--- config.mk ---
export PLATFORM = sky130hd
export DESIGN_NAME = qr_v1_module_placer
export DESIGN_NICKNAME = d
export VERILOG_FILES = /design/src/rtl/core/qrmp_pkg.sv /design/src/rtl/core/qr_v1_module_placer.sv
export VERILOG_INCLUDE_DIRS = /design/src /design/src/rtl/core
export SDC_FILE = /design/constraint.sdc
export NUM_CORES = 1
export LEC_CHECK = 0
export ABC_AREA = 1
export BUFFER_PORTS_ARGS = -buffer_cell sky130_fd_sc_hd__buf_2
export CORE_UTILIZATION = 61
export DETAILED_ROUTE_END_ITERATION = 10
export GPL_TIMING_DRIVEN = 0
export HOLD_SLACK_MARGIN = 0.06
export PLACE_DENSITY = 0.8
export SETUP_SLACK_MARGIN = 0.4
export SYNTH_ARGS = -nofsm -noshare
export SYNTH_HDL_FRONTEND = slang
export SYNTH_SLANG_ARGS = --single-unit
--- constraint.sdc ---
create_clock -name i_clk -period 5.5 [get_ports i_clk]
set_clock_uncertainty 0.1 [all_clocks]
set_input_delay 1.1 -clock i_clk [delete_from_list [all_inputs] [get_ports i_clk]]
set_output_delay 1.1 -clock i_clk [all_outputs]
set_load 0.005 [all_outputs]
--- src/rtl/core/qr_v1_module_placer_defines.svh ---
// Assertion macros shared by the QR module placer RTL.
`ifndef QR_V1_MODULE_PLACER_DEFINES_SVH
`define QR_V1_MODULE_PLACER_DEFINES_SVH

`ifndef NO_ASSERTIONS
// Same-cycle implication, clocked on i_clk, off during reset.
`define QR_ASSERT_IMPL(label, ante, cons) \
    label: assert property (@(posedge i_clk) disable iff (!i_rst_n) (ante) |-> (cons)) \
        else $error("qr placer: same-cycle check failed");
// Next-cycle implication, clocked on i_clk, off during reset.
`define QR_ASSERT_NEXT(label, ante, cons) \
    label: assert property (@(posedge i_clk) disable iff (!i_rst_n) (ante) |=> (cons)) \
        else $error("qr placer: next-cycle check failed");
`else
`define QR_ASSERT_IMPL(label, ante, cons)
`define QR_ASSERT_NEXT(label, ante, cons)
`endif

`endif

--- src/rtl/core/qrmp_pkg.sv ---
// Types, constants and walk/mask functions for the QR version-1 module placer.
package qrmp_pkg;

    localparam int SYMBOL_SIZE = 21;
    localparam int COORD_W     = 5;

    localparam logic [COORD_W-1:0] LAST_COORD  = COORD_W'(SYMBOL_SIZE - 1);
    localparam logic [COORD_W-1:0] FINDER_EDGE = 5'd8;
    localparam logic [COORD_W-1:0] FINDER_FAR  = COORD_W'(SYMBOL_SIZE - 8);
    localparam logic [COORD_W-1:0] TIMING_IDX  = 5'd6;
    localparam logic [COORD_W-1:0] SKIP_COL    = 5'd7;

    // mask formula codes
    localparam logic [2:0] MASK_RC_EVEN    = 3'd0;
    localparam logic [2:0] MASK_ROW_EVEN   = 3'd1;
    localparam logic [2:0] MASK_COL_3      = 3'd2;
    localparam logic [2:0] MASK_RC_3       = 3'd3;
    localparam logic [2:0] MASK_BLOCK      = 3'd4;
    localparam logic [2:0] MASK_PROD       = 3'd5;
    localparam logic [2:0] MASK_PROD_PAR   = 3'd6;
    localparam logic [2:0] MASK_MIXED_PAR  = 3'd7;

    typedef logic [COORD_W-1:0] t_coord;

    typedef struct packed {
        logic [7:0] codeword;
        logic       restart;
    } t_in_item;

    typedef struct packed {
        logic [4:0] module_row;
        logic [4:0] module_column;
        logic       module_value;
        logic       last_of_byte;
        logic       last_of_symbol;
    } t_out_item;

    typedef struct packed {
        t_coord row;
        t_coord col;
        logic   up;
        logic   phase;
        logic   full;
    } t_walk;

    localparam t_walk WALK_START = '{
        row:   LAST_COORD,
        col:   LAST_COORD,
        up:    1'b1,
        phase: 1'b0,
        full:  1'b0
    };

    function automatic logic is_data(t_coord r, t_coord c);
        logic ok;
        ok = 1'b1;
        if (r <= FINDER_EDGE && c <= FINDER_EDGE) ok = 1'b0;
        if (r <= FINDER_EDGE && c >= FINDER_FAR)  ok = 1'b0;
        if (r >= FINDER_FAR && c <= FINDER_EDGE)  ok = 1'b0;
        if (r == TIMING_IDX || c == TIMING_IDX)   ok = 1'b0;
        return ok;
    endfunction

    // One zigzag step; sets full when the walk runs off the left edge.
    function automatic t_walk walk_move(t_walk w);
        t_walk  n;
        t_coord dec;
        n   = w;
        dec = (w.col == SKIP_COL) ? 5'd2 : 5'd1;
        if (!w.phase) begin
            if (w.col == '0) begin
                n.full = 1'b1;
            end else begin
                n.col   = w.col - 5'd1;
                n.phase = 1'b1;
            end
        end else begin
            n.phase = 1'b0;
            if ((w.up && w.row == '0) || (!w.up && w.row >= LAST_COORD)) begin
                n.up = !w.up;
                if (w.col < dec) begin
                    n.full = 1'b1;
                end else begin
                    n.col = w.col - dec;
                end
            end else begin
                n.row = w.up ? (w.row - 5'd1) : (w.row + 5'd1);
                n.col = w.col + 5'd1;
            end
        end
        return n;
    endfunction

    // residue mod 3 of a 5-bit value: bit weights 1,2,1,2,1
    function automatic logic [1:0] mod3(t_coord v);
        logic [2:0] s;
        s = 3'(v[0]) + 3'(v[2]) + 3'(v[4]) + {2'(v[1]) + 2'(v[3]), 1'b0};
        if (s >= 3'd6) begin
            s = s - 3'd6;
        end else if (s >= 3'd3) begin
            s = s - 3'd3;
        end
        return s[1:0];
    endfunction

    // reduce a value 0..4 mod 3
    function automatic logic [1:0] fold3(logic [2:0] v);
        logic [2:0] s;
        s = (v >= 3'd3) ? (v - 3'd3) : v;
        return s[1:0];
    endfunction

    function automatic logic mask_bit(logic [2:0] sel, t_coord r, t_coord c);
        logic [1:0] rm3;
        logic [1:0] cm3;
        logic [1:0] p3;
        logic [1:0] s3;
        logic       p2;
        logic       s2;
        logic [8:0] q;
        logic       m;
        rm3 = mod3(r);
        cm3 = mod3(c);
        p3  = fold3(3'(rm3 * cm3));
        s3  = fold3(3'(rm3) + 3'(cm3));
        p2  = r[0] & c[0];
        s2  = r[0] ^ c[0];
        q   = (9'(c) * 9'd11) >> 5;   // c / 3 for c below 32
        case (sel)
            MASK_RC_EVEN:   m = !s2;
            MASK_ROW_EVEN:  m = !r[0];
            MASK_COL_3:     m = (cm3 == 2'd0);
            MASK_RC_3:      m = (s3 == 2'd0);
            MASK_BLOCK:     m = !(r[1] ^ q[0]);
            MASK_PROD:      m = !p2 && (p3 == 2'd0);
            MASK_PROD_PAR:  m = !(p2 ^ p3[0]);
            MASK_MIXED_PAR: m = !(s2 ^ p3[0]);
            default:        m = 1'b0;
        endcase
        return m;
    endfunction

endpackage

--- src/rtl/core/qr_v1_module_placer.sv ---
// QR version-1 data module placer: zigzag walk, bit-serial placement, masking.
//
// Input channel (i_in_valid / o_in_stall, payload i_in_item): one codeword
// byte per transaction, with a restart flag that returns the walk to the
// bottom-right corner before the byte is placed.
// Output channel (o_out_valid / i_out_stall, payload o_out_item): one
// transaction per placed module: row, column, masked value, and end-of-byte
// and end-of-symbol marks. Eight transactions per byte, MSB first.
// Config: i_cfg_wr_en / i_cfg_wr_data load the 3-bit mask pattern; write it
// only while the block is idle.
// Timing: byte bits leave a shift register one per cycle while the output
// is not stalled, and the walker advances one module position per cycle
// until it reaches a free module; a bit waits while the walker steps over
// reserved positions. An accepted byte's first module waits in the pending
// registers until the walker is on the next free one, then enters the output
// register. The next byte is taken in the cycle its predecessor's last
// result enters the output register. After the 208th module the symbol is
// full: later bytes are taken and dropped until one arrives with restart set.
// Reset: walk at the bottom-right corner moving up, mask pattern 0, output
// empty. A stalled receiver holds the output register and the walker waits on the next free module.
`include "qr_v1_module_placer_defines.svh"

module qr_v1_module_placer (
    input  logic                 i_clk,
    input  logic                 i_rst_n,
    input  logic                 i_in_valid,
    output logic                 o_in_stall,
    input  qrmp_pkg::t_in_item   i_in_item,
    output logic                 o_out_valid,
    input  logic                 i_out_stall,
    output qrmp_pkg::t_out_item  o_out_item,
    input  logic                 i_cfg_wr_en,
    input  logic [2:0]           i_cfg_wr_data
);

    typedef enum logic [1:0] {
        ST_IDLE,
        ST_WALK,
        ST_SEND
    } t_state;

    localparam logic [2:0] LAST_BIT = 3'd7;

    t_state               r_state,     n_state;
    qrmp_pkg::t_walk      r_walk,      n_walk;
    logic [7:0]           r_bits,      n_bits;      // byte bits, MSB is the pending one
    logic [2:0]           r_k,         n_k;         // bit index within the byte
    qrmp_pkg::t_coord     r_pend_row,  n_pend_row;  // module awaiting output
    qrmp_pkg::t_coord     r_pend_col,  n_pend_col;
    logic [2:0]           r_mask,      n_mask;
    logic                 r_out_valid, n_out_valid;
    qrmp_pkg::t_out_item  r_out_item,  n_out_item;

    logic                 w_slot_free;
    logic                 w_last_send;
    logic                 w_in_acc;
    qrmp_pkg::t_walk      w_moved;
    logic                 w_moved_stop;
    qrmp_pkg::t_walk      w_base;
    qrmp_pkg::t_walk      w_base_moved;
    logic                 w_base_stop;

    assign w_slot_free = !r_out_valid || !i_out_stall;
    assign w_last_send = (r_state == ST_SEND) && w_slot_free
                         && (r_k == LAST_BIT || r_walk.full);
    assign o_in_stall  = !((r_state == ST_IDLE) || w_last_send);
    assign w_in_acc    = i_in_valid && !o_in_stall;

    // walker step from the current position
    assign w_moved      = qrmp_pkg::walk_move(r_walk);
    assign w_moved_stop = w_moved.full || qrmp_pkg::is_data(w_moved.row, w_moved.col);

    // walker step from the start position of a new byte
    assign w_base       = i_in_item.restart ? qrmp_pkg::WALK_START : r_walk;
    assign w_base_moved = qrmp_pkg::walk_move(w_base);
    assign w_base_stop  = w_base_moved.full
                          || qrmp_pkg::is_data(w_base_moved.row, w_base_moved.col);

    always_comb begin
        n_state     = r_state;
        n_walk      = r_walk;
        n_bits      = r_bits;
        n_k         = r_k;
        n_pend_row  = r_pend_row;
        n_pend_col  = r_pend_col;
        n_mask      = r_mask;
        n_out_valid = r_out_valid && i_out_stall;
        n_out_item  = r_out_item;

        unique case (r_state)
            ST_IDLE: begin
            end
            ST_WALK: begin
                // step over reserved modules until a free one or the end
                n_walk = w_moved;
                if (w_moved_stop) begin
                    n_state = ST_SEND;
                end
            end
            ST_SEND: begin
                if (w_slot_free) begin
                    n_out_valid                  = 1'b1;
                    n_out_item.module_row        = r_pend_row;
                    n_out_item.module_column     = r_pend_col;
                    n_out_item.module_value      = r_bits[7]
                        ^ qrmp_pkg::mask_bit(r_mask, r_pend_row, r_pend_col);
                    n_out_item.last_of_byte      = (r_k == LAST_BIT);
                    n_out_item.last_of_symbol    = r_walk.full;
                    if (r_k == LAST_BIT || r_walk.full) begin
                        n_state = ST_IDLE;
                    end else begin
                        // walker already sits on the next free module
                        n_k        = r_k + 3'd1;
                        n_bits     = {r_bits[6:0], 1'b0};
                        n_pend_row = r_walk.row;
                        n_pend_col = r_walk.col;
                        n_walk     = w_moved;
                        n_state    = w_moved_stop ? ST_SEND : ST_WALK;
                    end
                end
            end
            default: begin
                n_state = ST_IDLE;
            end
        endcase

        if (w_in_acc) begin
            if (w_base.full) begin
                // symbol already complete: byte dropped
                n_walk  = w_base;
                n_state = ST_IDLE;
            end else begin
                n_bits     = i_in_item.codeword;
                n_k        = '0;
                n_pend_row = w_base.row;
                n_pend_col = w_base.col;
                n_walk     = w_base_moved;
                n_state    = w_base_stop ? ST_SEND : ST_WALK;
            end
        end

        if (i_cfg_wr_en) begin
            n_mask = i_cfg_wr_data;
        end
    end

    always_ff @(posedge i_clk) begin
        if (!i_rst_n) begin
            r_state     <= ST_IDLE;
            r_walk      <= qrmp_pkg::WALK_START;
            r_k         <= '0;
            r_mask      <= '0;
            r_out_valid <= 1'b0;
        end else begin
            r_state     <= n_state;
            r_walk      <= n_walk;
            r_k         <= n_k;
            r_mask      <= n_mask;
            r_out_valid <= n_out_valid;
        end
        r_bits     <= n_bits;
        r_pend_row <= n_pend_row;
        r_pend_col <= n_pend_col;
        r_out_item <= n_out_item;
    end

    assign o_out_valid = r_out_valid;
    assign o_out_item  = r_out_item;

    `QR_ASSERT_IMPL(a_out_in_symbol, r_out_valid, (r_out_item.module_row <= qrmp_pkg::LAST_COORD) && (r_out_item.module_column <= qrmp_pkg::LAST_COORD))
    `QR_ASSERT_IMPL(a_end_on_byte, r_out_valid && r_out_item.last_of_symbol, r_out_item.last_of_byte)
    `QR_ASSERT_IMPL(a_send_on_free, (r_state == ST_SEND) && !r_walk.full, qrmp_pkg::is_data(r_walk.row, r_walk.col))
    `QR_ASSERT_NEXT(a_accept_starts, w_in_acc && !w_base.full, r_state != ST_IDLE)

endmodule
# --- After elaboration in Yosys (flattened, before gate mapping) ---
# Cells that the tools add are included.
word_totals:
  latchBits: 0
  mem_count: 0
  regBits: 53
  romBits: 0
  out_inout_bits: 15
  wordCells: 224
  ramBits: 0
  in_bits: 17
op_classes:
  magnitude_cmp: 18
  n_div: 0
  n_shift: 0
  multipliers: 2
  bitwise_logic: 6
  addsub: 26
  n_reduce_logical: 48
  mux: 87
  n_eq_ne: 20
ops:
  columns: ["op", "n"]
  rows:
  - ["$mux 5", 24]
  - ["$mux 13", 5]
  - ["$mux 2", 21]
  - ["$mux 8", 5]
  - ["$eq 5x3->1 const B", 6]
  - ["$pmux 13 s2", 1]
  - ["$mux 1", 24]
  - ["$add 5x1->5 const B", 4]
  - ["$ge 5x4->1 const B", 4]
  - ["$le 5x4->1 const B", 4]
  - ["$logic_not 5->1", 4]
  - ["$sub 5x1->5 const B", 4]
  - ["$eq 3x3->1 const B", 5]
  - ["$logic_and 1x1->1", 15]
  - ["$mux 3", 5]
  - ["$ge 3x2->1 const B", 4]
  - ["$sub 2x2->2 const B", 6]
  - ["$logic_not 1->1", 11]
  - ["$ge 5x5->1 const B", 2]
  - ["$lt 5x2->1", 2]
  - ["$sub 5x2->5", 2]
  - ["$logic_or 1x1->1", 9]
  - ["$ne 3x3->1 const B", 3]
  - ["$add 1x1->2", 4]
  - ["21 further kinds", 33]

# --- Longest topological paths before layout ---
logic_depth:
  ltp_word: 18
  depth_mapped: 26
  ltp_nobuf: 26

# --- Least setup slack after synthesis ---
# Ideal clock, no wire load.
synth_timing:
  path_kind: "reg-to-reg"
  startpoint: "reg r_pend_col[0]"
  endpoint: "reg r_out_item (netlist bit o_out_item[2]), data pin"
  t_arrival_ps: 3802
  path_slack_ps: 1340
  t_required_ps: 5142
  synth_period_minus_slack_ps: 4160
  path_stages_with_launch: 18
  path_cell_list: "dfxtp_1 > fa_1 > fa_1 > ha_1 > o21ai_0 > inv_1 > a21oi_1 > nor2_1 > a21oi_1 > inv_1 > ha_1 > fa_1 > ha_1 > nor3_1 > a211oi_1 > o31ai_1 > nand3_1 > xor2_1"
synth_between:
  elab_chain_cells: 17
synth_rtl:
  columns: ["item", "line", "source"]
  rows:
  - ["start, declared", "qr_v1_module_placer.sv:49", "qrmp_pkg::t_coord r_pend_col, n_pend_col;"]
  - ["start signal, assigned", "qr_v1_module_placer.sv:163", "r_pend_col <= n_pend_col;"]
  - ["$add 1x1->2", "qrmp_pkg.sv:97", "s = 3'(v[0]) + 3'(v[2]) + 3'(v[4]) + {2'(v[1]) + 2'(v[3]), 1'b0};"]
  - ["$add 2x1->3", "qrmp_pkg.sv:97", null]
  - ["$add 3x3->3", "qrmp_pkg.sv:97", null]
  - ["$ge 3x2->1 / $sub 2x2->2 (equally long branches)", "qrmp_pkg.sv:100, qrmp_pkg.sv:101", null]
  - ["$mux 2", "qrmp_pkg.sv:100", "end else if (s >= 3'd3) begin"]
  - ["$mux 2", "qrmp_pkg.sv:98", "if (s >= 3'd6) begin"]
  - ["$mux 2", "qr_v1_module_placer.sv:101", "if (w_slot_free) begin"]
  - ["$mux 2", "qr_v1_module_placer.sv:90", "unique case (r_state)"]
  - ["$mul 2x2->3", "qrmp_pkg.sv:124", "p3 = fold3(3'(rm3 * cm3));"]
  - ["$ge 3x2->1 / $sub 2x2->2 (equally long branches)", "qrmp_pkg.sv:109", "s = (v >= 3'd3) ? (v - 3'd3) : v;"]
  - ["$mux 2", "qrmp_pkg.sv:109", null]
  - ["$xor 1x1->1, or another cell as far along", "qrmp_pkg.sv:137", "MASK_MIXED_PAR: m = !(s2 ^ p3[0]);"]
  - ["$logic_not 1->1, or another cell as far along", "qrmp_pkg.sv:137", null]
  - ["$pmux 1 s8 *", "qrmp_pkg.sv:129", "case (sel)"]
  - ["$mux 1 *", "qr_v1_module_placer.sv:101", null]
  - ["$mux 1 *", "qr_v1_module_placer.sv:90", null]
  - ["$xor 1x1->1 *", "qr_v1_module_placer.sv:106", "^ qrmp_pkg::mask_bit(r_mask, r_pend_row, r_pend_col);"]
  - ["end signal, assigned", "qr_v1_module_placer.sv:164", "r_out_item <= n_out_item;"]
  - ["end, declared", "qr_v1_module_placer.sv:52", "qrmp_pkg::t_out_item r_out_item, n_out_item;"]
# Mark *: on every way between the ends. The rest lies on a longest branch, timed or not. The select of a mux whose other input is x is not followed.
# A chain may end at the register's enable or synchronous reset.

# --- Worst setup path in the final report ---
# Same ends and word-level chain as after synthesis.

==> summary.txt <==
Run status
  • Outcome: finished clean

Synthesis
  • Netlist Area Pre-Place: 4591 sq um
  • Cell with the most instances after synthesis: nand2_1
  • Share of the synthesized area in the top cell type: 0.1744
  • Yosys top cell by area: dfxtp_1
  • Sequential area share after synthesis: 0.2595
  • Post-synth EDFFs: 13
  • Unique masters post-synth: 42
  • Ranking of synthesized cells by area: dfxtp_1 (17%), nand2_1 (16%), ha_1 (9.0%)
  • Syn Nets: 752
  • Syn Area/Cell: 6.615 sq um
  • Async SR Flop Fraction: 0
  • Yosys warns: 0
  • Cells after synthesis: 694
  • Prevailing post-synth register cell: dfxtp_1
  • Commonest cells post-synth: nand2_1 (200), inv_1 (80), nor2_1 (61), o21ai_0 (51), nand3_1 (41)
  • Synth Register Bits: 53

Timing
  • Fin Setup TNS: 0 ps
  • Achievable frequency: 217.5 MHz
  • Slew Limit Fails: 0
  • Final Critical Period: 4598 ps
  • Relative max-transition margin: 0.5849
  • Final Hold Viols: 0
  • Tcrit/Tclk final: 0.8360
  • RSZ-0062 raised after global routing: no
  • Final setup viols: 0
  • Tightest Pin Transition: 620.3 ps

Setup path
  • Critical path type: reg2reg
  • Reg2Reg Launch Point: r_pend_col[0]
  • Critical path capture point type: flop
  • CP startpoint kind: flop
  • WP data arrival: 4580 ps
  • Setup slack, reg-to-reg: 900 ps
  • Setup crit start: r_pend_col[0]
  • Max FO, Critical Path: 6
  • Setup crit end: o_out_item[2]
  • WP data required: 5490 ps
  • Worst reg-to-reg path cell count: 17
  • R2R Path End: o_out_item[2]

Placement
  • PortBufs: 31
  • Detail Placement HPWL: 9388 microns
  • Dpl cells: 824
  • RePlAce Congestion: 0.9712

Global route
  • Tot GR Track Use: 0.3167
  • GR Overflow Total: 0
  • Antenna violations before repair: 0
  • Vias in the first global route: 4,297
  • Largest net degree at the start of global routing: 20
  • First-pass GRT wire length: 19,380 microns

Floorplan
  • Die X: 88.75 microns
  • Die area: 7877 sq um
  • Core area: 7253 sq um
  • IO Count: 32
  • Initial Util: 0.6329
  • Die height: 88.75 microns
  • Rows: 31

Route
  • Vias: 4,691
  • Vias per cell: 5.638
  • Antenna Nets Post-Route: 0
  • DRC viols: 0
  • Starting DRT DRC Count: 396
  • Drt first pass iters: 5
  • DRT Wirelength: 11,990 microns
  • DR WL/cell: 14.41 microns

Power and ir drop
  • Worst vdd ir: 417.3 uV
  • Total power: 3670 uW
  • Pwr/cell area: 738.9 nW/um^2
  • Leakage: 0.002484 uW

Flow run
  • Max Cap Violations: 0

Clock network
  • Inserted Clock Buffers: 5
  • Reg clk slew, reported paths: 110 ps
  • Post-CTS Resized: 0
  • Depth of the CTS H-tree: 2
  • # clock sinks: 53
  • Clock latency at the later pin of the worst-skew pair: 320 ps
  • Clk Tree Root Cell: clkbuf_8
  • Post-CTS setup buffers: 0
  • CTS tree: yes
  • Max Root-Sink Buffers: 2
  • Hold Buf Count CTS: 0

Cells and area
  • Post-Route Utilization: 0.6848
  • Filler cells: 661
  • # diodes: 0
  • Layout cells sized above 1: 0.1064
  • Layout Nets: 790
  • Area growth from synthesis to layout: 8.204%
  • Fin cells: 832

Worst hold path
  • Worst Hold Class: reg2reg
==> critical path: stages (launching register included) <==
cell      delay (ps)
dfxtp_1          400
fa_1             460
fa_1             510
ha_1             210
o21ai_0          230
inv_1             90
a21oi_1          170
nor2_1            60
a21oi_1          110
inv_1            100
ha_1             270
fa_1             520
ha_1             200
nor3_1           230
a211oi_1         110
o31ai_1          300
nand3_1          140
xor2_1           150
==> how the worst min path moves through the flow <==
stage	from	end	cells after the start
after floorplan	r_k[0]	r_k[0]	1
after global placement	r_k[0]	r_k[0]	1
after detailed placement	r_k[0]	r_k[0]	1
after CTS	r_k[0]	r_k[0]	1
after global routing	r_bits[4]	r_bits[4]	2
final	r_k[0]	r_k[0]	1
==> logic make-up (layout without fill, tap and decap cells) <==
logic type      after synthesis  after routing  synth area share
simple gates                342            342            0.3224
fa+ha+maj                    41             41            0.1248
flops                        53             53            0.2595
mux                           1              1          0.002181
compound gates              125            125            0.1513
xor+xnor                     23             23           0.04388
buf+inv                     109            148           0.09594
==> area by class of cell <==
class                      instances  area, sq um  area share
inverter                          92        345.3     0.06952
tap                               99        123.9     0.02494
buffer                            17        95.09     0.01914
timing repair buffer              31        155.1     0.03123
multi-input combinational        532         2959      0.5957
clock inverter                     3        28.78    0.005793
sequential                        53         1191      0.2398
clock buffer                       5        68.82     0.01385
==> stage by stage <==
stage	hold slack [ps]	cell area (sq um)	setup slack, ps
after global placement	353.4	4870	1078
after detailed placement	359.0	4870	958.7
final	382.6	4967	902.2
after floorplan	336.4	4591	1340
after CTS	379.7	4967	938.3
after global routing	408.1	4967	503.6
==> power breakdown <==
group	internal (uW)	switching, uW	total (uW)	leakage, uW
logic	1050	1680	2730	0.00198
clock network	95.7	151	247	0.0000506
registers	562	130	692	0.000453
total	1710	1960	3670	0.00248
==> layer usage <==
layer  up-vias  global-route usage  part of all wire
li1       2349                   -                 -
met1      2133              0.3978              0.43
met2       173              0.5650              0.49
met3        36             0.03731             0.057
met4         0             0.09971             0.021
met5         -                   0                 0
==> layout by cell type (no fill, tap or decap), drive strengths merged <==
cell,n
and2,1
a211oi,2
nor2,71
a21oi,37
clkinv,4
o211ai,2
buf,38
inv,91
nor3,3
a221oi,3
o21ai,58
o2111ai,4
xor2,12
a31oi,12
or2,1
fa,8
nand4,6
clkbuf,15
nor4,3
ha,33
o32ai,1
a22oi,1
nand3,45
a211o,1
xnor2,11
nand2,209
mux2i,1
o22ai,2
edfxtp,13
o31ai,1
o21bai,1
nand3b,3
dfxtp,40
==> state kept, by name, summed over array words and instances (netlist names) <==
register,cells
r_walk,13
r_mask,3
r_state,2
r_bits,8
r_k,3
r_pend_row,5
r_pend_col,5
o_out_item,13
o_out_valid,1
No activity file was read; power rests on OpenSTA's default activity.
